## config.mk

```make
export PLATFORM = sky130hd
export DESIGN_NAME = bba_hand_search
export DESIGN_NICKNAME = d
export VERILOG_FILES = /design/src/hw/rtl/bba_pkg.sv /design/src/hw/rtl/bba_hand_search.sv
export SDC_FILE = /design/constraint.sdc
export NUM_CORES = 1
export LEC_CHECK = 0
export ABC_CLOCK_PERIOD_IN_PS = 2700
export BUFFER_PORTS_ARGS = -buffer_cell sky130_fd_sc_hd__buf_4
export CORE_MARGIN = 5
export CORE_UTILIZATION = 35
export CTS_CLUSTER_SIZE = 30
export DETAILED_ROUTE_END_ITERATION = 8
export GPL_TIMING_DRIVEN = 0
export SLEW_MARGIN = 20
export SYNTH_ARGS = -nofsm -noshare
export SYNTH_HDL_FRONTEND = slang
export SYNTH_SLANG_ARGS = --single-unit
```

## constraint.sdc

```tcl
create_clock -name clk -period 2.7 [get_ports clk]
set_clock_uncertainty 0.05 [all_clocks]
set_input_delay 0.27 -clock clk [delete_from_list [all_inputs] [get_ports clk]]
set_output_delay 0.27 -clock clk [all_outputs]
set_load 0.01 [all_outputs]
```

## src/hw/rtl/bba_pkg.sv

```systemverilog
// Shared types and constants for the bitmap block allocator.
package bba_pkg;

    localparam int DEF_NUM_BLOCKS    = 8192;
    localparam int DEF_MAP_WORD_BITS = 32;
    localparam int IDX_W             = 13;   // block index field width
    localparam int WADDR_W           = 16;   // map word address carried between modules
    localparam int SUM_GROUP         = 16;   // summary bits per search group (power of two)

    localparam logic FUNC_ALLOC = 1'b0;
    localparam logic FUNC_FREE  = 1'b1;

    localparam logic STATUS_OK   = 1'b0;
    localparam logic STATUS_FAIL = 1'b1;

    typedef struct packed {
        logic             func;
        logic [IDX_W-1:0] block_index;
    } bba_req_t;

    typedef struct packed {
        logic [IDX_W-1:0] granted_index;
        logic             status;
    } bba_rsp_t;

    // summary / hand update from the controller
    typedef struct packed {
        logic               sum_we;
        logic               nonempty;
        logic               hand_we;
        logic [WADDR_W-1:0] word;
    } bba_srch_upd_t;

    // next-fit search result
    typedef struct packed {
        logic               found;
        logic [WADDR_W-1:0] word;
    } bba_srch_res_t;

    typedef enum logic [2:0] {
        ST_INIT,
        ST_IDLE,
        ST_SCAN,
        ST_PICK,
        ST_UPDATE
    } bba_state_t;

endpackage

```

## src/hw/rtl/bba_hand_search.sv

```systemverilog
// Word-nonempty summary, search hand and two-stage next-fit search.
module bba_hand_search #(
    parameter int NUM_BLOCKS    = bba_pkg::DEF_NUM_BLOCKS,
    parameter int MAP_WORD_BITS = bba_pkg::DEF_MAP_WORD_BITS
) (
    input  logic                   clk,
    input  logic                   rst_n,
    input  bba_pkg::bba_srch_upd_t upd,
    output bba_pkg::bba_srch_res_t res
);
    localparam int MAP_WORDS = (NUM_BLOCKS + MAP_WORD_BITS - 1) / MAP_WORD_BITS;
    localparam int AW        = (MAP_WORDS > 1) ? $clog2(MAP_WORDS) : 1;
    localparam int GRP       = bba_pkg::SUM_GROUP;
    localparam int GB        = $clog2(GRP);
    localparam int NG        = (MAP_WORDS + GRP - 1) / GRP;
    localparam int NGB       = (NG > 1) ? $clog2(NG) : 1;
    localparam int PW        = NGB + GB;
    localparam int PADW      = NG * GRP;

    logic [MAP_WORDS-1:0] nonempty_reg;
    logic [AW-1:0]        hand_reg;

    // stage 1: per-group lowest set word, over the whole group and masked to words at or past the hand
    logic [NG-1:0]  m_any_reg, m_any_next;
    logic [NG-1:0]  a_any_reg, a_any_next;
    logic [GB-1:0]  m_off_reg [NG];
    logic [GB-1:0]  m_off_next [NG];
    logic [GB-1:0]  a_off_reg [NG];
    logic [GB-1:0]  a_off_next [NG];

    logic [PADW-1:0] sum_pad;
    logic [PW-1:0]   hand_pad;
    logic [NGB-1:0]  hand_grp;
    logic [GB-1:0]   hand_off;
    logic [NGB-1:0]  sel_grp;
    logic [GB-1:0]   sel_off;
    logic [AW-1:0]   word_sel;

    always_ff @(posedge clk or negedge rst_n)
    begin
        if (!rst_n)
        begin
            nonempty_reg <= '1;
            hand_reg     <= '0;
        end
        else
        begin
            if (upd.sum_we)
            begin
                nonempty_reg[upd.word[AW-1:0]] <= upd.nonempty;
            end
            if (upd.hand_we)
            begin
                hand_reg <= upd.word[AW-1:0];
            end
        end
    end

    always_comb
    begin
        logic [GRP-1:0] grp_bits;
        logic [GRP-1:0] m_bits;
        sum_pad  = PADW'(nonempty_reg);
        hand_pad = PW'(hand_reg);
        hand_grp = hand_pad[PW-1:GB];
        hand_off = hand_pad[GB-1:0];
        for (int g = 0; g < NG; g++)
        begin
            grp_bits = sum_pad[g*GRP +: GRP];
            if (NGB'(g) > hand_grp)
            begin
                m_bits = grp_bits;
            end
            else if (NGB'(g) == hand_grp)
            begin
                m_bits = grp_bits & ({GRP{1'b1}} << hand_off);
            end
            else
            begin
                m_bits = '0;
            end
            m_any_next[g] = |m_bits;
            a_any_next[g] = |grp_bits;
            m_off_next[g] = '0;
            a_off_next[g] = '0;
            for (int i = GRP - 1; i >= 0; i--)
            begin
                if (m_bits[i])
                begin
                    m_off_next[g] = GB'(i);
                end
                if (grp_bits[i])
                begin
                    a_off_next[g] = GB'(i);
                end
            end
        end
    end

    always_ff @(posedge clk)
    begin
        m_any_reg <= m_any_next;
        a_any_reg <= a_any_next;
        m_off_reg <= m_off_next;
        a_off_reg <= a_off_next;
    end

    // stage 2: first set word at or past the hand, else wrap to the first set word overall
    always_comb
    begin
        sel_grp = '0;
        sel_off = '0;
        for (int g = NG - 1; g >= 0; g--)
        begin
            if (a_any_reg[g])
            begin
                sel_grp = NGB'(g);
                sel_off = a_off_reg[g];
            end
        end
        if (|m_any_reg)
        begin
            for (int g = NG - 1; g >= 0; g--)
            begin
                if (m_any_reg[g])
                begin
                    sel_grp = NGB'(g);
                    sel_off = m_off_reg[g];
                end
            end
        end
        word_sel            = AW'({sel_grp, sel_off});
        res.found           = |a_any_reg;
        res.word            = '0;
        res.word[AW-1:0]    = word_sel;
    end
endmodule

```

* Yosys cells after proc, flatten, opt, wreduce, memory -nomap -nowiden
Cells that the tools add are included.
Widths: inputs -> output; s select.
** Storage, ports and cells
- Flip-flop bits (word level) :: 424
- Input port bits :: 21
** Operators by class
- $lt $le $gt $ge :: 18
- Equal/unequal tests :: 15
- Shift-type cells :: 1
- Multiplexer cells :: 581
- Bitwise logic cells :: 16
- Reductions and logical operators :: 132
** Operator list (count)
- $mux 4 :: 322
- $reduce_or 16->1 :: 34
- $mux 16 :: 32
- $mux 3 :: 128
- $and 16x16->16 :: 16
- $bwmux 256 :: 1
- $reduce_or 8->1 :: 32
- $mux 2 :: 64
- $reduce_or 4->1 :: 32
- $reduce_or 2->1 :: 32
- $mux 1 :: 33
- $eq 4x4->1 const A :: 8
- $gt 4x4->1 const A :: 8
- $eq 3x4->1 const A :: 4
- $gt 3x4->1 const A :: 4
- $shl 16x4->16 const A :: 1
- $lt 8x9->1 const B :: 1
- $demux 1 s8 :: 1
- $eq 2x4->1 const A :: 2
- $ge 8x1->1 const B :: 1
- $gt 1x4->1 const A :: 2
- $gt 2x4->1 const A :: 2
- $eq 1x4->1 const A :: 1
- $logic_not 4->1 :: 1
- $logic_and 1x1->1 :: 1

* Depth between registers and ports, before layout
- Depth after elaboration :: 33
- Depth in mapped cells :: 10

* Worst setup path before layout
Ideal clock, no wire load.
- Path kind :: flip-flop to output port
- Start point :: register a_any_reg[0]
- End point :: output port res[7] in the netlist's numbering
- Arrival :: 1.831 ns
- Data required time :: 2.380 ns
- Slack :: 0.549 ns
- Stages on the path, launching flop included :: 7
- Buffers on the path :: 1
- Cells stage by stage :: dfxtp_1 clkbuf_1 nor2_1 nand2_1 nor4_1 nand2_1 a2111oi_0
** RTL lines
- start, declared :: line bba_hand_search.sv:25 : logic [NG-1:0] a_any_reg, a_any_next;
- start signal, assigned :: line bba_hand_search.sv:103 : a_any_reg <= a_any_next;
- end, declared :: line bba_hand_search.sv:9 : output bba_pkg::bba_srch_res_t res

==> flow_summary_export.csv <==
group,metric,value,unit
status,status,"finished with violations",
status,violations,"negative setup slack",
synth,yosysMostFrequentCell,"sky130_fd_sc_hd__nand2_1",
sta,rsz_0062_raised_after_global_routing,"true",
worst_setup_path,worst_path_largest_cell_delay,0.39,ns
worst_setup_path,cp_data_required_time,2.38,ns
grt,grt-ovfl-total,0,
cells_and_area,area_growth,18.4,%
detailed_routing,via_count,25600,
floorplanning,initial_utilization,0.353,
floorplanning,num_io_pins,38,
synth,synth_top_cells_by_area,"sky130_fd_sc_hd__dfstp_2 27%, sky130_fd_sc_hd__dfxtp_1 13%, sky130_fd_sc_hd__mux2_2 9.0%",
place,dpl_worst_slack,-0.771,ns
detailed_routing,route.final.wire_length,121000,um
cells_and_area,nets,3153,
clock_network,clock_latency,0.61,ns
clock_network,htree_levels,2,
sta,report.final.slew_viol_count,0,
sta,slew_headroom,0.200,
worst_setup_path,setup.worst_path.start_class,"flip-flop",
grt,wire_length_of_the_first_global_routing_pass,170000,um
sta,fin_ws,-0.383,ns
grt,grt_max_degree,99,
synth,postSynth.topFlopCell,"sky130_fd_sc_hd__dfstp_2",
floorplanning,std_cell_rows,98,
synth,ys_async_sr_fraction,0.623,
sta,actual_slew_at_the_worst_max_slew_pin,1.20,ns
clock_network,cts.root.buffer_cell,"sky130_fd_sc_hd__clkbuf_16",
worst_setup_path,critical_path.reg2reg.endpoint,"m_off_reg[52]",
clock_network,cts_tree,"built",
clock_network,path_clk_slew,0.07,ns
cells_and_area,fraction_of_final_layout_cells_with_drive_strength_greater_than_1,0.289,
detailed_routing,iteration_0_drc_markers,3232,
worst_setup_path,path_class,"reg -> out",
sta,max_clock_freq,0.324,GHz
floorplanning,floorplan.die_area,0.0776,mm2
synth,synth.lib_cells_used.distinct,93,
synth,synth_top_area_cell,"sky130_fd_sc_hd__dfstp_2",
cells_and_area,finalInstanceArea,0.0299,mm2
grt,grt_usage,0.296,
worst_setup_path,critPathCaptureType,"output port",
worst_setup_path,reg2reg_depth,7,
sta,min_period,3.08,ns
cells_and_area,n_fill_cell,7254,
worst_setup_path,worstSetupStartpoint,"a_any_reg[15]",
synth,seq_area_frac_synth,0.401,
place,globalplace.congestion,1.08,
power_and_ir_drop,finalPower,19.0,mW
power_and_ir_drop,leakage,11.4,nW
synth,post_synthesis_register_bit_count,424,
worst_setup_path,critical_path.reg2reg.startpoint,"hand_pad[4]",
synth,yosys-top-cells-count,"393 x sky130_fd_sc_hd__nand2_1, 256 x sky130_fd_sc_hd__dfstp_2, 256 x sky130_fd_sc_hd__nor2_1",
worst_setup_path,critical_path_peak_fanout,5,
floorplanning,die_span_in_y,279,um
floorplanning,die_x,279,um
detailed_routing,routed_via_density,6.21,
detailed_routing,average_wire_length_per_cell_after_detail_routing,29.3,um
cells_and_area,stdcell_count,4125,
power_and_ir_drop,power.ir.vdd_worst,434,uV
clock_network,clk_path_buf_depth,3,
sta,report.final.hold_viol_count,0,
synth,number_of_synthesized_flops_with_an_enable_pin,0,
synth,synthesis.yosys.warnings,0,
flow_run,max_cap_viol_count,0,
detailed_routing,post-route-drc-count,0,
detailed_routing,route.antenna.remaining_nets,0,
worst_hold_path,hold_end,"hand_pad[6]",
power_and_ir_drop,power_density,635,mW/mm2
clock_network,cts_made_buffers,50,
synth,synth_area,0.0252,mm2
cells_and_area,largest_reg_flops,256,
place,dp_cells,3992,
synth,post_synth_inst_count,3010,
place,dpl_cell_area,0.0268,mm2
cells_and_area,layout.core_utilization,0.418,
grt,antenna_found_initial,5,
cells_and_area,sequential_cell_area,0.0102,mm2
detailed_routing,detailed_routing_iteration_count_for_the_pre_antenna_repair_pass,6,
floorplanning,core-area,0.0715,mm2
worst_setup_path,critical_path_cell_list,"nor2b_4 -> buf_6 -> a221oi_4 -> o31a_1 -> o21ai_4 -> a221oi_4 -> o21ai_4 -> buf_6",
synth,mean_area_per_synthesized_cell,8.39,um2
grt,via_count_of_the_first_global_routing_pass,23800,
place,buffer_ports.inserted,16,
cells_and_area,multiInputGateArea,0.0145,mm2
worst_setup_path,timing.critical_path.max_delay_family,"compound AO/OA/AOI/OAI gates",
worst_hold_path,worst_hold_startpoint,"upd[6]",
worst_hold_path,min_path_type,"in -> reg",
worst_setup_path,reg2reg_setup_slack,-0.02,ns
sta,post-route-period-util,1.14,
place,dpl.hpwl,88200,um
worst_setup_path,timing.critical_path.buf_inv,2,
sta,finalSetupViolations,11,
synth,synth_top_cell_area_share,0.266,
worst_hold_path,worstHoldPathCells,3,
worst_setup_path,crit_path_top_delay_cell,"sky130_fd_sc_hd__o31a_1",
worst_setup_path,arrival,2.76,ns
clock_network,cts.sink_count,424,
area by class of cell:
| type | count | area share |
|---|---|---|
| Antenna cell | 1 | 0.0000837 |
| Tap cell | 950 | 0.0398 |
| Clock inverter | 23 | 0.0119 |
| Clock buffer | 71 | 0.0500 |
| Inverter | 111 | 0.0139 |
| Buffer | 185 | 0.0318 |
| Timing Repair Buffer | 80 | 0.0257 |
| Multi-Input combinational cell | 2280 | 0.486 |
| Sequential cell | 424 | 0.341 |
routing by layer:
layer,vias up,global-route usage,wire length [um]
met5,-,0,130
met4,8,0.148,6980
met3,320,0.0574,11700
met2,1515,0.445,51300
met1,12500,0.407,50600
li1,11300,-,-
power breakdown:
| group | total, mW | switching, mW | internal [mW] |
|---|---|---|---|
| clock network | 7.62 | 2.91 | 4.71 |
| logic | 3.87 | 2.58 | 1.29 |
| registers | 7.50 | 0.522 | 6.98 |
| total | 19.0 | 6.02 | 13.0 |
through the flow:
stage               TNS [ns]  hold WS [ns]
floorplan                  0       -0.0756
global placement     -162.71         0.482
detailed placement    -51.19         0.310
CTS                    -1.90        0.0124
global route           -1.96        0.0455
finish                 -2.03        0.0586
how the worst max path moves through the flow:
stage	to	slack (ns)	depth (start not counted)
after floorplan	res[7]	0.55	6
after global placement	m_off_reg[36]	-1.10	7
after detailed placement	res[0]	-0.77	8
after CTS	res[0]	-0.30	7
after global routing	res[0]	-0.34	8
final	res[0]	-0.38	8
tightest hold or removal path: stages:
cell and delay [ns]:
sky130_fd_sc_hd__buf_2 0.21, sky130_fd_sc_hd__nand2_1 0.09, sky130_fd_sc_hd__o21ai_0 0.08
logic make-up (layout without fill, tap and decap cells):
family                   after synthesis  after routing  synth area share
buffers and inverters                313            470            0.0531
other                                  1              9          0.000149
adder cells (fa/ha/maj)                1              1          0.000397
flip-flops                           424            424             0.401
AND/OR/NAND/NOR                     1109           1109             0.207
AO/OA/AOI/OAI                        960            960             0.248
multiplexers                         202            202            0.0901
cells in the final DEF, fill, tap and decap left out, types with 48 or more instances in the layout:
cell / synthesis / final
sky130_fd_sc_hd__a31o_2: 48 / 48
sky130_fd_sc_hd__clkbuf_1: 120 / 90
sky130_fd_sc_hd__nand3_1: 67 / 65
sky130_fd_sc_hd__dfxtp_1: 160 / 139
sky130_fd_sc_hd__dfstp_2: 256 / 256
sky130_fd_sc_hd__o211ai_1: 51 / 51
sky130_fd_sc_hd__clkbuf_16: 0 / 53
sky130_fd_sc_hd__nor2_1: 256 / 243
sky130_fd_sc_hd__a21oi_1: 232 / 225
sky130_fd_sc_hd__nor2b_1: 62 / 59
sky130_fd_sc_hd__o21ai_0: 242 / 220
sky130_fd_sc_hd__nor3_1: 100 / 93
sky130_fd_sc_hd__buf_4: 20 / 82
sky130_fd_sc_hd__mux2_2: 202 / 202
sky130_fd_sc_hd__nand2_1: 393 / 387
sky130_fd_sc_hd__inv_1: 109 / 109
timing repair:
item,in CTS,in global routing
gates resized for setup,147,87
setup buffers,26,19
hold buffers,10,0
endpoints found under the setup margin,84,78
endpoints found under the hold margin,58,0
pin swaps,31,33
Note: power is estimated with default switching activity, not from simulation.
